### src/rtl/wireless_frame_filter_deframer_core_assert.svh
// Assertion macros used by the RTL of the frame filter / deframer.
// Each macro takes a label, clock, reset, antecedent and consequent.
`ifndef WIRELESS_FRAME_FILTER_DEFRAMER_CORE_ASSERT_SVH
`define WIRELESS_FRAME_FILTER_DEFRAMER_CORE_ASSERT_SVH

// same-cycle implication
`define WFFD_ASSERT_HOLDS(label, clk, rst, ante, cons) \
   label: assert property (@(posedge clk) disable iff (rst) (ante) |-> (cons)) \
      else $error("wffd: same-cycle check violated");

// next-cycle implication
`define WFFD_ASSERT_NEXT(label, clk, rst, ante, cons) \
   label: assert property (@(posedge clk) disable iff (rst) (ante) |=> (cons)) \
      else $error("wffd: next-cycle check violated");

`endif

### src/rtl/wffd_pkg.sv
// ----------------------------------------------------------------------------
// wffd_pkg
// Types and constants of the data-frame filter / deframer.
// ----------------------------------------------------------------------------
package wffd_pkg;

   localparam int POS_W            = 12;
   localparam int PSIZE_W          = 10;
   localparam int DEFAULT_MAX_PAYLOAD = 512;
   localparam int MIN_FRAME        = 48;

   // byte offsets within a frame
   localparam logic [POS_W-1:0] POS_FC0     = 12'd0;
   localparam logic [POS_W-1:0] POS_FC1     = 12'd1;
   localparam logic [POS_W-1:0] DEST_FIRST  = 12'd4;
   localparam logic [POS_W-1:0] DEST_LAST   = 12'd9;
   localparam logic [POS_W-1:0] BSSID_FIRST = 12'd16;
   localparam logic [POS_W-1:0] BSSID_LAST  = 12'd21;
   localparam logic [POS_W-1:0] MAGIC_FIRST = 12'd24;
   localparam logic [POS_W-1:0] MAGIC_LAST  = 12'd27;
   localparam logic [POS_W-1:0] POS_VER     = 12'd28;
   localparam logic [POS_W-1:0] POS_TYPE    = 12'd29;
   localparam logic [POS_W-1:0] POS_LEN_LO  = 12'd30;
   localparam logic [POS_W-1:0] POS_LEN_HI  = 12'd31;
   localparam logic [POS_W-1:0] SEQ_FIRST   = 12'd32;
   localparam logic [POS_W-1:0] SEQ_LAST    = 12'd35;
   localparam logic [POS_W-1:0] TS_FIRST    = 12'd36;
   localparam logic [POS_W-1:0] HDR_LAST    = 12'd43;
   localparam logic [POS_W-1:0] POS_MAX     = 12'd4095;

   localparam logic [7:0] FC0_BYTE   = 8'h08;
   localparam logic [7:0] FC1_BYTE   = 8'h00;
   localparam logic [7:0] BCAST_BYTE = 8'hff;

   // register indexes
   localparam logic [1:0] CSR_BSSID   = 2'd0;
   localparam logic [1:0] CSR_MAGIC   = 2'd1;
   localparam logic [1:0] CSR_VERSION = 2'd2;

   localparam logic [47:0] BSSID_RESET   = 48'h0242_4242_4242;
   localparam logic [31:0] MAGIC_RESET   = 32'h4242_5244;
   localparam logic [7:0]  VERSION_RESET = 8'h01;

   typedef enum logic [1:0] {
      KIND_HEADER  = 2'd0,
      KIND_PAYLOAD = 2'd1,
      KIND_TRUNC   = 2'd2
   } result_kind_type;

   typedef struct packed {
      logic [47:0] bssid;
      logic [31:0] magic_word;
      logic [7:0]  protocol_version;
   } cfg_type;

   typedef struct packed {
      result_kind_type     kind;
      logic [7:0]          proto_type;
      logic [PSIZE_W-1:0]  payload_size;
      logic [31:0]         seq_num;
      logic [63:0]         sender_timestamp;
      logic signed [7:0]   signal_strength;
      logic [7:0]          payload_byte;
      logic                last;
   } rsp_type;

endpackage

### src/rtl/wffd_hdr_match.sv
// ----------------------------------------------------------------------------
// wffd_hdr_match
// Flags a received byte that differs from the expected header byte at its
// position. Positions without a fixed value never mismatch.
// ----------------------------------------------------------------------------
module wffd_hdr_match import wffd_pkg::*; (
   input  logic [POS_W-1:0] pos,
   input  logic [7:0]       rx_byte,
   input  cfg_type          cfg,
   output logic             mismatch
);

   logic [POS_W-1:0] bssid_off;
   logic [POS_W-1:0] magic_off;
   logic [7:0]       exp_byte;
   logic             check;

   always_comb begin
      // first received byte sits in the top bits
      bssid_off = BSSID_LAST - pos;
      magic_off = MAGIC_LAST - pos;
      check     = 1'b1;
      exp_byte  = 8'h00;
      priority if (pos == POS_FC0) begin
         exp_byte = FC0_BYTE;
      end else if (pos == POS_FC1) begin
         exp_byte = FC1_BYTE;
      end else if (pos >= DEST_FIRST && pos <= DEST_LAST) begin
         exp_byte = BCAST_BYTE;
      end else if (pos >= BSSID_FIRST && pos <= BSSID_LAST) begin
         exp_byte = cfg.bssid[{bssid_off[2:0], 3'b000} +: 8];
      end else if (pos >= MAGIC_FIRST && pos <= MAGIC_LAST) begin
         exp_byte = cfg.magic_word[{magic_off[1:0], 3'b000} +: 8];
      end else if (pos == POS_VER) begin
         exp_byte = cfg.protocol_version;
      end else begin
         check = 1'b0;
      end
      mismatch = check && (rx_byte != exp_byte);
   end

endmodule

### src/rtl/wffd_rsp_reg.sv
// ----------------------------------------------------------------------------
// wffd_rsp_reg
// Result register: holds one item until the consumer takes it.
// ----------------------------------------------------------------------------
module wffd_rsp_reg import wffd_pkg::*; (
   input  logic    clock,
   input  logic    reset,
   input  logic    load,
   input  rsp_type load_data,
   input  logic    take,
   output logic    valid,
   output rsp_type data
);

   logic    valid_ff, valid_in;
   rsp_type data_ff;

   always_comb begin
      valid_in = valid_ff;
      if (load) begin
         valid_in = 1'b1;
      end else if (take) begin
         valid_in = 1'b0;
      end
   end

   always_ff @(posedge clock) begin
      if (reset) begin
         valid_ff <= 1'b0;
      end else begin
         valid_ff <= valid_in;
      end
   end

   always_ff @(posedge clock) begin
      if (load) begin
         data_ff <= load_data;
      end
   end

   assign valid = valid_ff;
   assign data  = data_ff;

endmodule

### src/rtl/wireless_frame_filter_deframer_core.sv
// ----------------------------------------------------------------------------
// wireless_frame_filter_deframer_core
// Filters received 802.11 data frames and splits off the protocol payload.
// ----------------------------------------------------------------------------
// The block takes one received byte per item and sustains one item per clock.
// Each byte is checked and its header field captured in the cycle it is
// accepted; any result goes into a single result register. Input is stalled
// only while that register holds an item the consumer has not taken, so with
// rsp_tready high the throughput is one byte per cycle and a result appears
// in the cycle after the byte that causes it. A frame passes when it is a data
// frame of at least 48 bytes with frame control 08 00, broadcast destination
// and matching BSSID, magic word and version, and its payload length fits
// both the frame and MAX_PAYLOAD. Then byte 43 gives a header item (kind 0),
// each payload byte gives a payload item (kind 1), and the final one carries
// tlast. A new frame_start in the middle of a payload first gives a truncation
// item (kind 2, tlast set) with the old message's fields. Captured multi-byte
// header fields are little-endian. Registers are written through csr_*, always ready;
// write them only while no frame is in flight.
// ----------------------------------------------------------------------------
module wireless_frame_filter_deframer_core import wffd_pkg::*; #(
   parameter int MAX_PAYLOAD = DEFAULT_MAX_PAYLOAD
) (
   input  logic          clock,
   input  logic          reset,
   // input byte stream
   input  logic          req_tvalid,
   output logic          req_tready,
   // [7:0] frame_byte, [19:8] frame_len, [27:20] rssi, [31:28] zero
   input  logic [31:0]   req_tdata,
   // [0] frame_start, [1] is_data_frame
   input  logic [1:0]    req_tuser,
   // result stream
   output logic          rsp_tvalid,
   input  logic          rsp_tready,
   // [7:0] proto_type, [17:8] payload_size, [49:18] seq_num,
   // [113:50] sender_timestamp, [121:114] signal_strength,
   // [129:122] payload_byte, [135:130] zero
   output logic [135:0]  rsp_tdata,
   // [1:0] result_kind
   output logic [1:0]    rsp_tuser,
   output logic          rsp_tlast,
   // register writes
   input  logic          csr_valid,
   output logic          csr_ready,
   input  logic [1:0]    csr_index,
   input  logic [47:0]   csr_data
);

   `include "wireless_frame_filter_deframer_core_assert.svh"

   localparam int REMAIN_W = $clog2(MAX_PAYLOAD + 1);
   localparam logic [15:0] MAX_PL = 16'(MAX_PAYLOAD);
   localparam logic [POS_W-1:0] MIN_LEN = POS_W'(MIN_FRAME);

   // input fields
   logic [7:0]       rx_byte;
   logic             rx_start;
   logic [POS_W-1:0] rx_len;
   logic signed [7:0] rx_rssi;
   logic             rx_is_data;

   assign rx_byte    = req_tdata[7:0];
   assign rx_len     = req_tdata[19:8];
   assign rx_rssi    = $signed(req_tdata[27:20]);
   assign rx_start   = req_tuser[0];
   assign rx_is_data = req_tuser[1];

   // configuration
   cfg_type cfg_ff, cfg_in;

   assign csr_ready = 1'b1;

   always_comb begin
      cfg_in = cfg_ff;
      if (csr_valid) begin
         unique case (csr_index)
            CSR_BSSID:   cfg_in.bssid            = csr_data;
            CSR_MAGIC:   cfg_in.magic_word       = csr_data[31:0];
            CSR_VERSION: cfg_in.protocol_version = csr_data[7:0];
            default:     cfg_in = cfg_ff;       // unmapped index
         endcase
      end
   end

   always_ff @(posedge clock) begin
      if (reset) begin
         cfg_ff.bssid            <= BSSID_RESET;
         cfg_ff.magic_word       <= MAGIC_RESET;
         cfg_ff.protocol_version <= VERSION_RESET;
      end else begin
         cfg_ff <= cfg_in;
      end
   end

   // frame state
   logic [POS_W-1:0]    pos_ff, pos_in;
   logic                good_ff, good_in;
   logic [REMAIN_W-1:0] rem_ff, rem_in;
   logic [POS_W-1:0]    len_ff, len_in;
   logic [7:0]          type_ff, type_in;
   logic [15:0]         plen_ff, plen_in;
   logic [31:0]         seq_ff, seq_in;
   logic [63:0]         ts_ff, ts_in;
   logic signed [7:0]   rssi_ff, rssi_in;

   logic                accept;
   logic [POS_W-1:0]    pos_cur;
   logic                good_cur;
   logic [REMAIN_W-1:0] rem_cur;
   logic [POS_W-1:0]    seq_off;
   logic [POS_W-1:0]    ts_off;
   logic [15:0]         room;
   logic                mismatch;

   logic    rsp_load;
   rsp_type rsp_in;
   rsp_type rsp_q;
   logic    rsp_valid;

   assign req_tready = !rsp_valid || rsp_tready;
   assign accept     = req_tvalid && req_tready;

   wffd_hdr_match u_hdr_match (
      .pos      (pos_cur),
      .rx_byte  (rx_byte),
      .cfg      (cfg_ff),
      .mismatch (mismatch)
   );

   always_comb begin
      pos_cur  = rx_start ? '0 : pos_ff;
      good_cur = rx_start ? (rx_is_data && rx_len >= MIN_LEN) : good_ff;
      rem_cur  = rx_start ? '0 : rem_ff;
      seq_off  = pos_cur - SEQ_FIRST;
      ts_off   = pos_cur - TS_FIRST;

      pos_in  = pos_ff;
      good_in = good_ff;
      rem_in  = rem_ff;
      len_in  = len_ff;
      type_in = type_ff;
      plen_in = plen_ff;
      seq_in  = seq_ff;
      ts_in   = ts_ff;
      rssi_in = rssi_ff;
      room    = '0;

      rsp_load = 1'b0;
      rsp_in   = '0;

      if (accept) begin
         // truncation item reports the old message before anything changes
         if (rx_start && good_ff && pos_ff > HDR_LAST && rem_ff != '0) begin
            rsp_load                = 1'b1;
            rsp_in.kind             = KIND_TRUNC;
            rsp_in.proto_type       = type_ff;
            rsp_in.payload_size     = plen_ff[PSIZE_W-1:0];
            rsp_in.seq_num          = seq_ff;
            rsp_in.sender_timestamp = ts_ff;
            rsp_in.signal_strength  = rssi_ff;
            rsp_in.payload_byte     = 8'h00;
            rsp_in.last             = 1'b1;
         end

         if (rx_start) begin
            len_in  = rx_len;
            rssi_in = rx_rssi;
         end
         good_in = good_cur;
         rem_in  = rem_cur;

         if (good_cur) begin
            if (mismatch) begin
               good_in = 1'b0;
            end
            // header field capture
            if (pos_cur == POS_TYPE) begin
               type_in = rx_byte;
            end
            if (pos_cur == POS_LEN_LO) begin
               plen_in[7:0] = rx_byte;
            end
            if (pos_cur == POS_LEN_HI) begin
               plen_in[15:8] = rx_byte;
            end
            if (pos_cur >= SEQ_FIRST && pos_cur <= SEQ_LAST) begin
               seq_in[{seq_off[1:0], 3'b000} +: 8] = rx_byte;
            end
            if (pos_cur >= TS_FIRST && pos_cur <= HDR_LAST) begin
               ts_in[{ts_off[2:0], 3'b000} +: 8] = rx_byte;
            end

            if (pos_cur == HDR_LAST) begin
               // frame length is at least 48 here, so no underflow
               room = {{(16-POS_W){1'b0}}, len_in - MIN_LEN};
               if (plen_in > room || plen_in > MAX_PL) begin
                  good_in = 1'b0;
               end else begin
                  rem_in                  = plen_in[REMAIN_W-1:0];
                  rsp_load                = 1'b1;
                  rsp_in.kind             = KIND_HEADER;
                  rsp_in.proto_type       = type_in;
                  rsp_in.payload_size     = plen_in[PSIZE_W-1:0];
                  rsp_in.seq_num          = seq_in;
                  rsp_in.sender_timestamp = ts_in;
                  rsp_in.signal_strength  = rssi_in;
                  rsp_in.payload_byte     = 8'h00;
                  rsp_in.last             = (plen_in == 16'd0);
               end
            end else if (pos_cur > HDR_LAST && rem_cur != '0) begin
               rsp_load                = 1'b1;
               rsp_in.kind             = KIND_PAYLOAD;
               rsp_in.proto_type       = type_ff;
               rsp_in.payload_size     = plen_ff[PSIZE_W-1:0];
               rsp_in.seq_num          = seq_ff;
               rsp_in.sender_timestamp = ts_ff;
               rsp_in.signal_strength  = rssi_ff;
               rsp_in.payload_byte     = rx_byte;
               rsp_in.last             = (rem_cur == REMAIN_W'(1));
               rem_in                  = rem_cur - REMAIN_W'(1);
            end
         end

         // position saturates so trailing bytes stay ignored
         pos_in = (pos_cur == POS_MAX) ? pos_cur : pos_cur + POS_W'(1);
      end
   end

   always_ff @(posedge clock) begin
      if (reset) begin
         pos_ff  <= '0;
         good_ff <= 1'b0;
         rem_ff  <= '0;
      end else begin
         pos_ff  <= pos_in;
         good_ff <= good_in;
         rem_ff  <= rem_in;
      end
   end

   // captured header fields; only read after their capture in the current frame
   always_ff @(posedge clock) begin
      len_ff  <= len_in;
      type_ff <= type_in;
      plen_ff <= plen_in;
      seq_ff  <= seq_in;
      ts_ff   <= ts_in;
      rssi_ff <= rssi_in;
   end

   wffd_rsp_reg u_rsp_reg (
      .clock     (clock),
      .reset     (reset),
      .load      (rsp_load),
      .load_data (rsp_in),
      .take      (rsp_tready),
      .valid     (rsp_valid),
      .data      (rsp_q)
   );

   assign rsp_tvalid = rsp_valid;
   assign rsp_tuser  = rsp_q.kind;
   assign rsp_tlast  = rsp_q.last;
   assign rsp_tdata  = {6'b000000,
                        rsp_q.payload_byte,
                        rsp_q.signal_strength,
                        rsp_q.sender_timestamp,
                        rsp_q.seq_num,
                        rsp_q.payload_size,
                        rsp_q.proto_type};

   // a payload in progress belongs to a frame that passed its header
   `WFFD_ASSERT_HOLDS(a_rem_good, clock, reset, rem_ff != '0, good_ff)
   `WFFD_ASSERT_HOLDS(a_rem_pos, clock, reset, rem_ff != '0, pos_ff > HDR_LAST)
   `WFFD_ASSERT_HOLDS(a_rem_max, clock, reset, 1'b1, rem_ff <= MAX_PL[REMAIN_W-1:0])
   // truncation always closes a message
   `WFFD_ASSERT_HOLDS(a_trunc_last, clock, reset,
                      rsp_tvalid && rsp_tuser == KIND_TRUNC, rsp_tlast)
   // a frame start never leaves a payload pending
   `WFFD_ASSERT_NEXT(a_start_clears, clock, reset, accept && rx_start, rem_ff == '0)

endmodule

### config.mk
export PLATFORM = sky130hd
export DESIGN_NAME = wireless_frame_filter_deframer_core
export DESIGN_NICKNAME = d
export VERILOG_FILES = /design/src/rtl/wffd_pkg.sv /design/src/rtl/wffd_hdr_match.sv /design/src/rtl/wffd_rsp_reg.sv /design/src/rtl/wireless_frame_filter_deframer_core.sv
export VERILOG_INCLUDE_DIRS = /design/src /design/src/rtl
export SDC_FILE = /design/constraint.sdc
export NUM_CORES = 1
export LEC_CHECK = 0
export ABC_AREA = 1
export BUFFER_PORTS_ARGS = -buffer_cell sky130_fd_sc_hd__buf_2
export CORE_ASPECT_RATIO = 0.5
export CORE_MARGIN = 3
export CORE_UTILIZATION = 61
export DETAILED_ROUTE_END_ITERATION = 10
export GPL_TIMING_DRIVEN = 0
export PLACE_DENSITY = 0.82
export SETUP_SLACK_MARGIN = 0.3
export SLEW_MARGIN = 20
export SYNTH_ARGS = -nofsm -noshare
export SYNTH_HDL_FRONTEND = slang
export SYNTH_SLANG_ARGS = --single-unit
### constraint.sdc
create_clock -name clock -period 30 [get_ports clock]
set_clock_uncertainty 0.05 [all_clocks]
set_input_delay 6 -clock clock [delete_from_list [all_inputs] [get_ports clock]]
set_output_delay 6 -clock clock [all_outputs]
set_load 0.005 [all_outputs]
==> reports/metrics.cfg <==
[setup_path]
end_kind=output port
path_max_fanout=3
crit_arrival_ps=6370
startpoint_type=primary input
rr_worst_depth=23
path_class=primary input to output port
worstPathRequired_ps=23950

[yosys]
seq_area_frac_synth_pct=51.1
synthArstFlopShare_pct=0
ys_types=44
netlist_area_um2=20400
avgSynthCellArea_um2=8.00
synth-main-ff-cell=edfxtp_1
ys_ff_latch=385
synth-edff-count=273
syn_inst=2555
yosysWarnings=0

[place]
dp_hpwl_um=42900
routabilityCongestion=0.973
portBuffers=219

[cts]
clkSlewWorstSetupHoldPaths_ps=60
cts_setup_buffers=0
ctsRootBufferMaster=clkbuf_16
cts_made_buffers=36
cts_resized=0
cts_buffer_depth=3
clk-insertion-delay-late_ps=560
cts_sinks=385
ctsHoldBuffers=0
htreeDepth=2
cts_tree=built

[floorplanning]
die_area_um2=35900
core.rowCount=46
initial_core_util_pct=63.2
core_um2=32300
die_w_um=265
num_io_pins=231
die_y_um=135

[sta]
fin_crit_ps=12420
setup_tns_ps=0
tightest_slew_ps=1130
rsz0062_at_grt=no
hold_viol=0
fin_crit_sh_pct=41.4
slew_violations=0
hold_slack_ps=399
fmax_mhz=80.5
setup_viol=0
relSlewSlack_pct=24.2

[detailed_routing]
dr.first_iter.drc_count=2388
ant_nets=0
via_per_inst=5.88
drc=0
finalWirelength_um=61300
wl_per_cell_um=18.7
drt-pass1-iter-count=7
vias=19300

[finish]
final_nets=2931
layout-area-overhead-vs-synth_pct=14.6
layout-drive-gt1-share_pct=13.5
fillers=2519
layout_commonest_cell=nand2_1
final_cell_mix=nand2_1, inv_1, o21ai_0
layout.area.seq_um2=10400
multi_input_area_um2=8000

[power]
ir_drop_v=0.0000357
leakage_uw=0.0104
p_per_area_nw_per_um2=51.6

[global_route]
grt_pass1_vias=17800
grt_pass1_wl_um=94900
grt_overflow=0
grt_max_degree=68
track_usage_pct=33.5
antenna_found_initial=0

[hold_path]
hold_class=register to register
hold_path_depth=2

[status]
status=finished clean

[flow_run]
cap_violations=0

==> state kept, by name, indices dropped and copies added, names as in the netlist <==
signal           flops
pos_ff              12
good_ff              1
rem_ff              10
u_rsp_reg.data     133
seq_ff              32
rssi_ff              8
len_ff              12
plen_ff             16
cfg_ff              88
u_rsp_reg.valid      1
ts_ff               64
type_ff              8
==> cells by family (layout without fill, tap and decap cells) <==
| kind of cell | count (synthesis) | after routing | synth area share (%) |
|---|---|---|---|
| simple gates | 961 | 961 | 19.9 |
| compound gates | 647 | 647 | 16.2 |
| buf+inv | 503 | 789 | 9.86 |
| flops | 385 | 385 | 51.1 |
| mux | 24 | 24 | 1.18 |
| fa+ha+maj | 22 | 22 | 1.35 |
| xor+xnor | 11 | 11 | 0.472 |
| other cells | 2 | 8 | 0.0368 |
==> power by group <==
group	switching, uW	internal (uW)	total, uW
registers	6.74	585	592
clock network	218	276	494
logic	87.8	35.2	123
total	312	896	1210
==> metal layers <==
layer	GRT usage, %	routed length, um	part of all wire, %	vias to the layer above
met3	6.68	7220	12	208
met2	54.7	28200	46	1201
met5	0	0	0	-
met1	44.7	23400	38	8868
li1	-	-	-	8991
met4	13.2	2530	4.1	0
==> area by class of cell <==
class                           count  area share, %
Inverter                          365           5.88
Antenna cell                        1         0.0107
Timing Repair Buffer              222           5.03
Multi-Input combinational cell   1672           34.2
Sequential cell                   385           44.6
Clock buffer                       41           4.10
Clock inverter                     23           1.14
Buffer                            138           2.76
Tap cell                          432           2.31
==> worst paths after layout <==
check / endpoint / slack (ps) / from
setup / recovery: req_tready / 17580 / rsp_tready
hold / removal: cfg_ff[79] / 400 / cfg_ff[79]
setup reg to reg: u_rsp_reg.data[67] / 23490 / pos_ff[0]
hold reg to reg: cfg_ff[79] / 400 / cfg_ff[79]
==> per-stage QoR <==
stage               power (uW)  instances  util (%)  instance area, um^2  setup WS [ps]
floorplan                  678       2560         -                20500          16110
global placement           718       3211      68.3                22100          12350
detailed placement         721       3214      68.6                22200          17590
CTS                       1200       3278      72.4                23400          17570
global route              1240       3278      72.4                23400          17530
finish                    1210       3279      72.4                23400          17580
==> synth_stat cells (4+ instances only) <==
library cell / n / area (um^2)
a21oi_1: 87 / 435
buf_1: 4 / 15.0
buf_2: 24 / 120
buf_4: 9 / 67.6
buf_6: 8 / 90.1
clkbuf_1: 93 / 349
clkinv_1: 4 / 15.0
dfxtp_1: 112 / 2240
edfxtp_1: 273 / 8200
ha_1: 22 / 275
inv_1: 353 / 1330
inv_2: 7 / 26.3
mux2i_1: 24 / 240
nand2_1: 535 / 2010
nand2_2: 14 / 87.6
nand3_1: 103 / 515
nand4_1: 29 / 181
nor2_1: 220 / 826
nor2_2: 10 / 62.6
nor2_4: 9 / 101
nor3_1: 21 / 105
nor4_1: 5 / 31.3
o211ai_1: 5 / 37.5
o21ai_0: 331 / 1660
o21ai_1: 203 / 1020
o22ai_1: 7 / 43.8
or2_2: 5 / 31.3
xor2_1: 9 / 78.8
==> worst max-delay path, cell delays in order <==
cell and delay [ps]:
buf_2 100, inv_1 50, nand2_1 90, buf_2 140
No activity file was read; power rests on OpenSTA's default activity.
